## config.mk

```make
export PLATFORM = sky130hd
export DESIGN_NAME = psa_split
export DESIGN_NICKNAME = d
export VERILOG_FILES = /design/src/sv/psa_pkg.sv /design/src/sv/psa_split.sv
export SDC_FILE = /design/constraint.sdc
export NUM_CORES = 1
export LEC_CHECK = 0
export BUFFER_PORTS_ARGS = -buffer_cell sky130_fd_sc_hd__buf_4
export CORE_UTILIZATION = 43
export DETAILED_ROUTE_END_ITERATION = 6
export GPL_ROUTABILITY_DRIVEN = 1
export PLACE_DENSITY = 0.65
export RECOVER_POWER = 100
export SKIP_CTS_REPAIR_TIMING = 1
export SLEW_MARGIN = 10
export SYNTH_ARGS = -nofsm -noshare
export SYNTH_HDL_FRONTEND = slang
export SYNTH_SLANG_ARGS = --single-unit
```

## constraint.sdc

```tcl
create_clock -name clk -period 15.5 [get_ports clk]
set_input_delay 3.1 -clock clk [delete_from_list [all_inputs] [get_ports clk]]
set_output_delay 3.1 -clock clk [all_outputs]
set_load 0.1 [all_outputs]
```

## src/sv/psa_pkg.sv

```systemverilog
package psa_pkg;

  localparam int MAX_FRAGMENTS      = 16;
  localparam int MAX_FRAGMENT_CELLS = 16;
  localparam int KEY_BITS           = 32;

  localparam int STORE_DEPTH = MAX_FRAGMENTS * MAX_FRAGMENT_CELLS;
  localparam int FRAG_BITS   = $clog2(MAX_FRAGMENTS);
  localparam int OFF_BITS    = $clog2(MAX_FRAGMENT_CELLS);
  localparam int ADDR_BITS   = FRAG_BITS + OFF_BITS;
  localparam int IDX_BITS    = 9;
  localparam int CNT_BITS    = 5;
  localparam int CAP_BITS    = 9;
  localparam int OCC_BITS    = $clog2(MAX_FRAGMENT_CELLS + 1);
  localparam int ACT_BITS    = $clog2(MAX_FRAGMENTS + 1);

  typedef enum logic [2:0] {
    FUNC_SET         = 3'd0,
    FUNC_GET         = 3'd1,
    FUNC_DELETE      = 3'd2,
    FUNC_IS_SET      = 3'd3,
    FUNC_CONTAINS    = 3'd4,
    FUNC_CLEAR_ALL   = 3'd5,
    FUNC_READ_COUNTS = 3'd6
  } func_t;

  typedef enum logic [1:0] {
    STATUS_OK    = 2'd0,
    STATUS_RANGE = 2'd1,
    STATUS_EMPTY = 2'd2
  } status_t;

  typedef enum logic {
    REG_FRAGMENT_COUNT     = 1'b0,
    REG_CELLS_PER_FRAGMENT = 1'b1
  } reg_index_t;

  typedef enum logic [2:0] {
    ST_IDLE,
    ST_SPLIT,
    ST_EXEC,
    ST_SCAN,
    ST_RESP
  } state_t;

  typedef struct packed {
    logic                 in_range;
    logic [FRAG_BITS-1:0] frag;
    logic [OFF_BITS-1:0]  off;
  } split_t;

endpackage

```

## src/sv/psa_split.sv

```systemverilog
module psa_split (
  input  logic                          clk,
  input  logic                          load,
  input  logic                          step,
  input  logic [psa_pkg::IDX_BITS-1:0]  cell_index,
  input  logic [psa_pkg::CNT_BITS-1:0]  cells_per_fragment,
  input  logic [psa_pkg::CAP_BITS-1:0]  capacity,
  output psa_pkg::split_t               split
);
  import psa_pkg::*;

  localparam int DIV_BITS = IDX_BITS + 1;

  logic [IDX_BITS-1:0] idx_q;
  logic [DIV_BITS-1:0] rem;
  logic [DIV_BITS-1:0] trial;
  logic [FRAG_BITS-1:0] quo;

  always_ff @(posedge clk) begin
    if (load) begin
      idx_q <= cell_index;
    end
  end

  // Restoring division, one quotient bit per step. The quotient only matters
  // when the index is below capacity, so it never needs more than FRAG_BITS.
  always_comb begin
    rem   = DIV_BITS'(idx_q);
    trial = '0;
    quo   = '0;
    for (int i = FRAG_BITS - 1; i >= 0; i--) begin
      trial = DIV_BITS'(cells_per_fragment) << i;
      if (rem >= trial) begin
        rem    = rem - trial;
        quo[i] = 1'b1;
      end
    end
  end

  always_ff @(posedge clk) begin
    if (step) begin
      split.in_range <= (idx_q < capacity);
      split.frag     <= quo;
      split.off      <= rem[OFF_BITS-1:0];
    end
  end

endmodule

```

# Word-level counts from Yosys, hierarchy flattened
# Cells that the tools add are included.
dict set report totals {
  register_bits 18
  inputBits 26
  output_inout_bits 9
}
dict set report classes {
  add_sub_neg 4
  magnitude_cmp 5
  mux 8
}
# cell n
set ops {}
lappend ops {{10-bit two-way mux} 3}
lappend ops {{10-bit by 5-bit greater-or-equal comparator with 1-bit output} 1}
lappend ops {{10-bit by 6-bit greater-or-equal comparator with 1-bit output} 1}
lappend ops {{10-bit by 7-bit greater-or-equal comparator with 1-bit output} 1}
lappend ops {{10-bit by 6-bit subtractor with 10-bit output} 1}
lappend ops {{10-bit by 7-bit subtractor with 10-bit output} 1}
lappend ops {{9-bit by 8-bit subtractor with 10-bit output} 1}
lappend ops {{9-bit by 8-bit greater-or-equal comparator with 1-bit output} 1}
lappend ops {{9-bit less-than comparator} 1}
lappend ops {{1-bit two-way mux} 4}
lappend ops {{4-bit two-way mux} 1}
lappend ops {{4-bit subtractor} 1}

# Depth between registers and ports, before layout
# Gate-level depths: netlist of the first run.
dict set report depth {
  word_depth 8
  ltp_mapped 36
}

# Worst setup path after synthesis of the first run
# No wires, ideal clock.
dict set report synth_path {
  path_type {input-to-reg}
  from {in cells_per_fragment[4] (netlist bit)}
  to {reg split[1] (netlist bit) (data pin)}
  arrival_ns 9.693
  required_ns 15.240
  path_slack_ns 5.547
  path_stages 34
  path_buffers 2
  cell_sequence {inv_1 > ha_1 > buf_6 > a211oi_2 > o41ai_2 > nor2_1 > inv_2 > o21ai_0 > fa_1 > nand2b_1 > a21oi_2 > a221o_1 > nor2_1 > inv_1 > o21ai_0 > inv_1 > ha_1 > nor2b_1 > o21ai_0 > nand2b_1 > and3_1 > nor2_1 > nand4b_1 > or4b_1 > buf_2 > mux2i_1 > fa_1 > a21o_1 > a21oi_1 > nor2b_1 > o21ai_0 > and4_1 > o221ai_1 > mux2_2}
}
dict set report synth_between {
  elab_chain_cells 8
}
# item line_no
set synth_rtl {}
lappend synth_rtl {{start, declared} psa_split.sv:6} ;# input logic [psa_pkg::CNT_BITS-1:0] cells_per_fragment,
lappend synth_rtl {{9-bit by 8-bit subtractor with 10-bit output / 9-bit by 8-bit greater-or-equal comparator with 1-bit output (equally long branches)} {psa_split.sv:34, psa_split.sv:33}}
lappend synth_rtl {{10-bit two-way mux} psa_split.sv:33} ;# if (rem >= trial) begin
lappend synth_rtl {{10-bit by 7-bit subtractor with 10-bit output / 10-bit by 7-bit greater-or-equal comparator with 1-bit output (equally long branches)} {psa_split.sv:34, psa_split.sv:33}}
lappend synth_rtl {{10-bit two-way mux} psa_split.sv:33}
lappend synth_rtl {{10-bit by 6-bit subtractor with 10-bit output / 10-bit by 6-bit greater-or-equal comparator with 1-bit output (equally long branches)} {psa_split.sv:34, psa_split.sv:33}}
lappend synth_rtl {{10-bit two-way mux} psa_split.sv:33}
lappend synth_rtl {{10-bit by 5-bit greater-or-equal comparator with 1-bit output / 4-bit subtractor (equally long branches)} {psa_split.sv:33, psa_split.sv:34}}
lappend synth_rtl {{4-bit two-way mux *} psa_split.sv:33}
lappend synth_rtl {{via rem[1]} psa_split.sv:15} ;# logic [DIV_BITS-1:0] rem;
lappend synth_rtl {{end, declared} psa_split.sv:8} ;# output psa_pkg::split_t split
# Mark *: on every way through the listed nets, which the timed path passes. The rest lies on a longest branch.
# A chain may end at the register's enable or synchronous reset.

# Final worst setup path of the first run
dict set report layout_path {
  from {in cells_per_fragment[4] (netlist bit)}
  to {reg split[3] (netlist bit) (data pin)}
}
# Same word-level chain as after synthesis.

==> parameters.txt, run 1 <==
Parameter                              Value

Placed design
  Placer congestion estimate ... 0.783
  Instance area at placement ... 2340 um^2
  Quantity of I/O buffers inserted on ports ... 34
  Detailed placement HPWL ... 3540 um

Timing
  Setup repair after global routing missed its margin ... no
  Fin Setup TNS ... 0 ps
  Relative slew slack ... 21.7%
  Clock skew ... 0.904 ps
  Hold Violations, Final ... 0
  Period minus WS final ... 10970 ps
  Maximum clock frequency ... 91.2 MHz
  Crit share post-route ... 70.8%
  Setup violation total in the final timing report ... 0
  Final slew viol count ... 0
  Tightest Pin Transition ... 1180 ps

Synthesis
  Gate Count Post-Synth ... 217
  Synthesized area divided by synthesized cell count ... 9.38 um^2
  Part of the Yosys area used for sequential elements ... 26.6%
  Number of distinct library cells after synthesis ... 54
  Synthesized netlist net count ... 275
  Flop and latch count out of synthesis ... 18
  Fraction of registers with async set/reset ... 0%
  Top cell type's share of synthesized area ... 26.6%
  Number of synthesized flops with an enable pin ... 18
  Ys flop type ... sky130_fd_sc_hd__edfxtp_1
  Biggest area consumer among synthesized cells ... sky130_fd_sc_hd__edfxtp_1
  Most area-consuming cells after synthesis ... sky130_fd_sc_hd__edfxtp_1 27%, sky130_fd_sc_hd__ha_1 17%, sky130_fd_sc_hd__inv_1 4.6%, sky130_fd_sc_hd__fa_1 3.9%, sky130_fd_sc_hd__a21oi_1 3.7%
  Yosys warning count ... 0
  Cell area after synthesis ... 2040 um^2

Setup path
  Data required time at the worst endpoint ... 15510 ps
  Category of the most critical setup path ... primary input to register
  Critical path startpoint category ... primary input
  Reg-to-Reg End ... split[3]$_DFFE_PP_
  Depth of the worst register-to-register path ... 31
  Delay of the slowest cell on the worst path ... 650 ps
  Worst setup EP type ... register
  Reg-to-reg startpoint ... idx_q[7]$_DFFE_PP_
  Register-to-register path setup slack ... 7050 ps
  Worst-path maximum fanout ... 8
  Arrival @ worst endpoint ... 10980 ps
  CP max-delay cell ... sky130_fd_sc_hd__or4b_1

Die
  Initial standard-cell utilization of the core ... 45.8%
  Area of the core region ... 4440 um^2
  Top-level I/O count ... 35
  FP Rows ... 24
  Overall die height ... 70.8 um
  Die width ... 70.8 um
  Die area ... 5010 um^2

Layout
  Post-synthesis to final-layout area growth ... 14.3%
  Diodes inserted ... 0
  Final Net Count ... 312
  Final standard cell area without fillers ... 2330 um^2
  Ratio of cells with drive above 1 in the final layout ... 15.4%
  Number of fill cells ... 441

GRT
  Initial antenna violation count ... 0
  Total GRT Usage ... 18.7%
  Via count of the first global-routing pass ... 1636
  Met1 demand-to-capacity share in global routing ... 23.4%
  Met2 track demand over resource in global routing ... 32.7%
  Total grt overflow ... 0
  Global-route wire length before repair ... 7400 um
  Met3 usage in global routing ... 3.56%
  Maximum number of pins on one net before global-route repair ... 11
  Top Usage Layer GRT ... met2

Detailed routing
  Total wire length ... 4320 um
  Via density per instance ... 5.65
  Vias after detailed routing ... 1723
  Antenna Nets Post-Route ... 0
  DR pass1 iterations ... 6
  DRC violations left ... 0
  Number of design-rule violations left by the first detailed-router iteration ... 60
  Avg WL per Cell ... 14.2 um

Power and ir drop
  Proportion of power drawn by the clock network ... 10.3%
  Reg power frac ... 21.8%
  Power density of the placed cells ... 141 nW/um^2
  Sw frac ... 49.1%
  Leakage component of the power ... 1.04 nW
  Combinational group share of total power ... 67.9%
  Net switching power ... 161 uW
  Total internal power ... 167 uW
  Peak supply drop ... 0.0000644 V

CTS
  Number of buffers created by CTS ... 3
  Clock Pin Slew Worst Setup and Hold Paths ... 70 ps
  CTS Root Buffer Type ... sky130_fd_sc_hd__clkbuf_8
  Sink count of the clock tree ... 18
  Max clock buf depth ... 2
  Clock H-tree levels ... 1
  Insertion delay of the later-clocked pin in the worst-skew pair ... 260 ps
  Clock tree from TritonCTS ... done

Hold path
  Count of cells along the worst hold path ... 2
  WHS Endpoint ... split[0]$_DFFE_PP_
  Worst hold path class ... register to register
  Worst hold start ... idx_q[0]$_DFFE_PP_

Run
  Max-cap violation count ... 0

Outcome
  Result of the run ... completed
-- synth_stat cells, types with 2 or more instances --
master                     count
sky130_fd_sc_hd__a211oi_1      3
sky130_fd_sc_hd__a211oi_2      2
sky130_fd_sc_hd__a21o_1        7
sky130_fd_sc_hd__a21oi_1      15
sky130_fd_sc_hd__and3_1        3
sky130_fd_sc_hd__and4_1        2
sky130_fd_sc_hd__edfxtp_1     18
sky130_fd_sc_hd__fa_1          4
sky130_fd_sc_hd__ha_1         28
sky130_fd_sc_hd__inv_1        25
sky130_fd_sc_hd__mux2_2        5
sky130_fd_sc_hd__mux2i_1       4
sky130_fd_sc_hd__nand2_1       6
sky130_fd_sc_hd__nand2b_1      8
sky130_fd_sc_hd__nand4b_1      3
sky130_fd_sc_hd__nor2_1       18
sky130_fd_sc_hd__nor2b_1       4
sky130_fd_sc_hd__nor3_1        7
sky130_fd_sc_hd__nor3b_1       3
sky130_fd_sc_hd__o21ai_0      12
sky130_fd_sc_hd__xnor2_1       5
sky130_fd_sc_hd__xor2_1        3
-- critical path: cells and delay by family --
family | cells | cell delay (ps)
compound gates | 11 | 2750
fa+ha+maj | 4 | 1470
buf+inv | 5 | 600
mux | 2 | 610
simple gates | 11 | 2470
-- per-stage QoR --
step	std cells	power [mW]	hold slack, ps	util [%]	worst slack [ps]
after floorplan	217	0.257	694	-	5550
after global placement	301	0.301	897	52.6	4610
after detailed placement	301	0.301	894	52.6	4490
after CTS	305	0.336	909	53.7	4750
after global routing	305	0.356	955	52.4	3860
final	305	0.328	878	52.4	4530
-- per-layer routing --
layer  vias to the layer above  share of wire, %
li1                        878                 -
met3                         6               3.4
met4                         0               1.2
met5                         -                 0
met2                        40                47
met1                       799                48
-- cell usage in the layout, fill, tap and decap left out, drive strengths merged, types with 8 or more instances in the layout --
cell type and n:
ha 28, inv 26, clkbuf 25, nor2 19, edfxtp 18, a21oi 16
o21ai 13, buf 12, nand2b 8
-- power by group through the flow --
stage,registers [mW],logic [mW],clock network (mW)
4_1_cts,0.0721,0.229,0.0346
3_5_place_dp,0.0731,0.228,0
6_report,0.0716,0.223,0.0338
3_3_place_gp,0.0731,0.228,0
2_1_floorplan,0.122,0.135,0
5_1_grt,0.0725,0.246,0.0373
-- flip-flops by register name, summed over array words and instances (netlist names) --
| signal | count |
|---|---|
| idx_q | 9 |
| split | 9 |
-- cell type report --
type | count | area [um^2] | share of cell area (%)
clock inverters | 1 | 3.75 | 0.161
repair buffers | 34 | 214 | 9.19
inverters | 26 | 97.6 | 4.19
flip-flops and latches | 18 | 541 | 23.2
clock buffers | 3 | 41.3 | 1.77
well taps | 52 | 65.1 | 2.80
multi-input cells | 171 | 1370 | 58.7
-- how the worst max path moves through the flow --
stage,start,to,slack (ps),cells after the start
4_1_cts,cells_per_fragment[4],split[3]$_DFFE_PP_,4750,33
3_5_place_dp,cells_per_fragment[4],split[3]$_DFFE_PP_,4490,33
3_3_place_gp,cells_per_fragment[4],split[1]$_DFFE_PP_,4610,33
2_1_floorplan,cells_per_fragment[4],split[1]$_DFFE_PP_,5550,34
5_1_grt,cells_per_fragment[4],split[2]$_DFFE_PP_,3860,33
6_report,cells_per_fragment[4],split[3]$_DFFE_PP_,4530,33
-- logic make-up (layout without fill, tap and decap cells) --
| family | after synthesis | in the layout | synth area share, % |
|---|---|---|---|
| compound gates | 57 | 57 | 20.0 |
| xor+xnor | 8 | 8 | 3.44 |
| fa+ha+maj | 32 | 32 | 21.1 |
| buf+inv | 28 | 64 | 5.59 |
| flops | 18 | 18 | 26.6 |
| mux | 10 | 10 | 5.47 |
| simple gates | 64 | 64 | 17.8 |
Power figures use the tool's default switching activity.
==> run 2, diff against run 1 <==
--- a/config.mk
+++ b/config.mk
@@ -5,11 +5,12 @@
 export SDC_FILE = /design/constraint.sdc
 export NUM_CORES = 1
 export LEC_CHECK = 0
+export ABC_AREA = 1
 export BUFFER_PORTS_ARGS = -buffer_cell sky130_fd_sc_hd__buf_4
 export CORE_UTILIZATION = 43
 export DETAILED_ROUTE_END_ITERATION = 6
 export GPL_ROUTABILITY_DRIVEN = 1
-export PLACE_DENSITY = 0.65
+export PLACE_DENSITY = 0.64
 export RECOVER_POWER = 100
 export SKIP_CTS_REPAIR_TIMING = 1
 export SLEW_MARGIN = 10
==> constraint.sdc (replaced) <==
create_clock -name clk -period 11.4 [get_ports clk]
set_input_delay 2.28 -clock clk [delete_from_list [all_inputs] [get_ports clk]]
set_output_delay 2.28 -clock clk [all_outputs]
set_load 0.1 [all_outputs]
==> parameters.txt, run 2 <==
Parameter                              Value

Synthesis
  Cell area after synthesis ... 2150 um^2
  Most area-consuming cells after synthesis ... sky130_fd_sc_hd__edfxtp_1 25%, sky130_fd_sc_hd__ha_1 16%, sky130_fd_sc_hd__nand2_1 9.4%, sky130_fd_sc_hd__inv_1 8.0%, sky130_fd_sc_hd__nand3_4 4.9%
  Synthesized netlist net count ... 322
  Gate Count Post-Synth ... 264
  Ys flop type ... sky130_fd_sc_hd__edfxtp_1
  Fraction of registers with async set/reset ... 0%
  Part of the Yosys area used for sequential elements ... 25.1%
  Number of distinct library cells after synthesis ... 34
  Top cell type's share of synthesized area ... 25.1%
  Leading post-synthesis cells by instance count ... 54 x sky130_fd_sc_hd__nand2_1, 46 x sky130_fd_sc_hd__inv_1, 28 x sky130_fd_sc_hd__ha_1
  Flop and latch count out of synthesis ... 18
  Yosys warning count ... 0
  Most repeated cell in the gate-level netlist after synthesis ... sky130_fd_sc_hd__nand2_1
  Biggest area consumer among synthesized cells ... sky130_fd_sc_hd__edfxtp_1
  Number of synthesized flops with an enable pin ... 18
  Synthesized area divided by synthesized cell count ... 8.15 um^2

Outcome
  Result of the run ... completed

CTS
  Sink count of the clock tree ... 18
  Insertion delay of the later-clocked pin in the worst-skew pair ... 250 ps
  Clock tree from TritonCTS ... done
  Clock Pin Slew Worst Setup and Hold Paths ... 60 ps
  Max clock buf depth ... 2
  Clock H-tree levels ... 1
  CTS Root Buffer Type ... sky130_fd_sc_hd__clkbuf_8
  Number of buffers created by CTS ... 3

Timing
  Maximum clock frequency ... 104 MHz
  Relative slew slack ... 22.5%
  Clock skew ... 2.27 ps
  Final slew viol count ... 0
  Setup repair after global routing missed its margin ... no
  Setup violation total in the final timing report ... 0
  Worst hold margin ... 657 ps
  Hold Violations, Final ... 0
  Fin Setup TNS ... 0 ps
  Tightest Pin Transition ... 1170 ps
  Period minus WS final ... 9600 ps
  Crit share post-route ... 84.2%

Power and ir drop
  Leakage component of the power ... 1.21 nW
  Peak supply drop ... 0.000106 V
  Power density of the placed cells ... 203 nW/um^2

Detailed routing
  Via density per instance ... 4.71
  Number of design-rule violations left by the first detailed-router iteration ... 70
  Vias after detailed routing ... 1730
  DR pass1 iterations ... 4
  Antenna Nets Post-Route ... 0
  Avg WL per Cell ... 11.8 um
  DRC violations left ... 0
  Total wire length ... 4320 um

Layout
  Final Net Count ... 360
  Register area ... 541 um^2
  Leading cell type in the layout, fill and taps excluded ... sky130_fd_sc_hd__nand2_1
  Post-synthesis to final-layout area growth ... 12.3%
  Commonest cells after routing, fill and taps aside ... 55 x sky130_fd_sc_hd__nand2_1, 46 x sky130_fd_sc_hd__inv_1, 28 x sky130_fd_sc_hd__ha_1, 18 x sky130_fd_sc_hd__nand3_1, 18 x sky130_fd_sc_hd__edfxtp_1
  Regs by FF count ... idx_q x9, split x9
  Combined area of the multi-input logic cells ... 1340 um^2
  Diodes inserted ... 0
  Ratio of cells with drive above 1 in the final layout ... 18.3%
  Number of fill cells ... 478

Placed design
  Detailed placement HPWL ... 3760 um
  Placer congestion estimate ... 0.843
  Quantity of I/O buffers inserted on ports ... 34

Die
  Overall die height ... 72.7 um
  FP Rows ... 25
  Die area ... 5290 um^2
  Area of the core region ... 4750 um^2
  Top-level I/O count ... 35
  Initial standard-cell utilization of the core ... 45.3%
  Die width ... 72.7 um

GRT
  Total grt overflow ... 0
  Global-route wire length before repair ... 7400 um
  Maximum number of pins on one net before global-route repair ... 14
  Initial antenna violation count ... 0
  Total GRT Usage ... 18.1%
  Via count of the first global-routing pass ... 1682

Hold path
  Worst hold path class ... register to register

Setup path
  CP max-delay cell ... sky130_fd_sc_hd__a21oi_1
  Critical path startpoint category ... primary input
  Cell seen most often among critical-path stages ... sky130_fd_sc_hd__nand2_1
  Worst setup EP type ... register
  Delay of the slowest cell on the worst path ... 460 ps
  Category of the most critical setup path ... primary input to register
  Arrival @ worst endpoint ... 9600 ps
  Kind of cell adding the most delay to the critical path ... simple AND/OR/NAND/NOR gates
  Buffer and inverter count on the worst path ... 6
  Worst-path maximum fanout ... 13
  Data required time at the worst endpoint ... 11410 ps

Run
  Max-cap violation count ... 0
[run 2: changes by cell type after synthesis, moves of 6 or more]
| cell | change |
|---|---|
| sky130_fd_sc_hd__nand2_1 | +48 |
| sky130_fd_sc_hd__inv_1 | +21 |
| sky130_fd_sc_hd__nand3_1 | +15 |
| sky130_fd_sc_hd__nand2b_1 | -8 |
| sky130_fd_sc_hd__nor2_1 | -8 |
| sky130_fd_sc_hd__a21o_1 | -7 |
| sky130_fd_sc_hd__nand3_4 | +6 |
[run 2: path summary, 6_finish.rpt]
path,startpoint,endpoint,slack (ps),depth (start not counted)
setup / recovery,cells_per_fragment[2],split[2]$_DFFE_PP_,1800,43
hold / removal,idx_q[0]$_DFFE_PP_,split[0]$_DFFE_PP_,660,2
setup reg to reg,idx_q[5]$_DFFE_PP_,split[2]$_DFFE_PP_,3590,41
hold reg to reg,idx_q[0]$_DFFE_PP_,split[0]$_DFFE_PP_,660,2
[run 2: kinds of logic after synthesis]
| family | synth area share, % |
|---|---|
| AND/OR/NAND/NOR | 31.0 |
| flip-flops | 25.1 |
| adder cells (fa/ha/maj) | 20.0 |
| XOR/XNOR | 3.66 |
| buffers and inverters | 9.54 |
| AO/OA/AOI/OAI | 10.7 |
[run 2: layout make-up]
type                       count  share of cell area [%]
clock buffer                   3                    1.71
timing repair buffer          34                    8.86
sequential                    18                    22.4
inverter                      51                    8.03
tap                           67                    3.47
multi-input combinational    194                    55.6
[run 2: through the flow]
step	area, um^2	setup WS, ps	total power [mW]	utilization, %	std cells
global placement	2480	2560	0.473	52.2	364
global route	2420	1040	0.537	50.8	367
detailed placement	2480	2480	0.473	52.2	364
finish	2420	1800	0.490	50.8	367
floorplan	2150	3190	0.408	-	264
CTS	2520	2740	0.518	53.0	367
[run 2: power breakdown]
group / leakage, nW / switching, mW / internal (mW)
logic: 1.02 / 0.240 / 0.111
registers: 0.172 / 0.00485 / 0.0911
clock network: 0.0216 / 0.0194 / 0.0234
[run 2: worst min-delay path: stages, from the launching register on]
cell and delay, ps:
sky130_fd_sc_hd__edfxtp_1 390, sky130_fd_sc_hd__nand3_1 100, sky130_fd_sc_hd__nand2_1 60
[run 2: routing by layer]
metal	vias to the layer above	global-route usage [%]	share of wire [%]
met5	-	0	0
met4	0	0.654	0.19
met3	2	3.31	2.5
met2	25	35.7	51
met1	759	21.0	46
li1	944	-	-
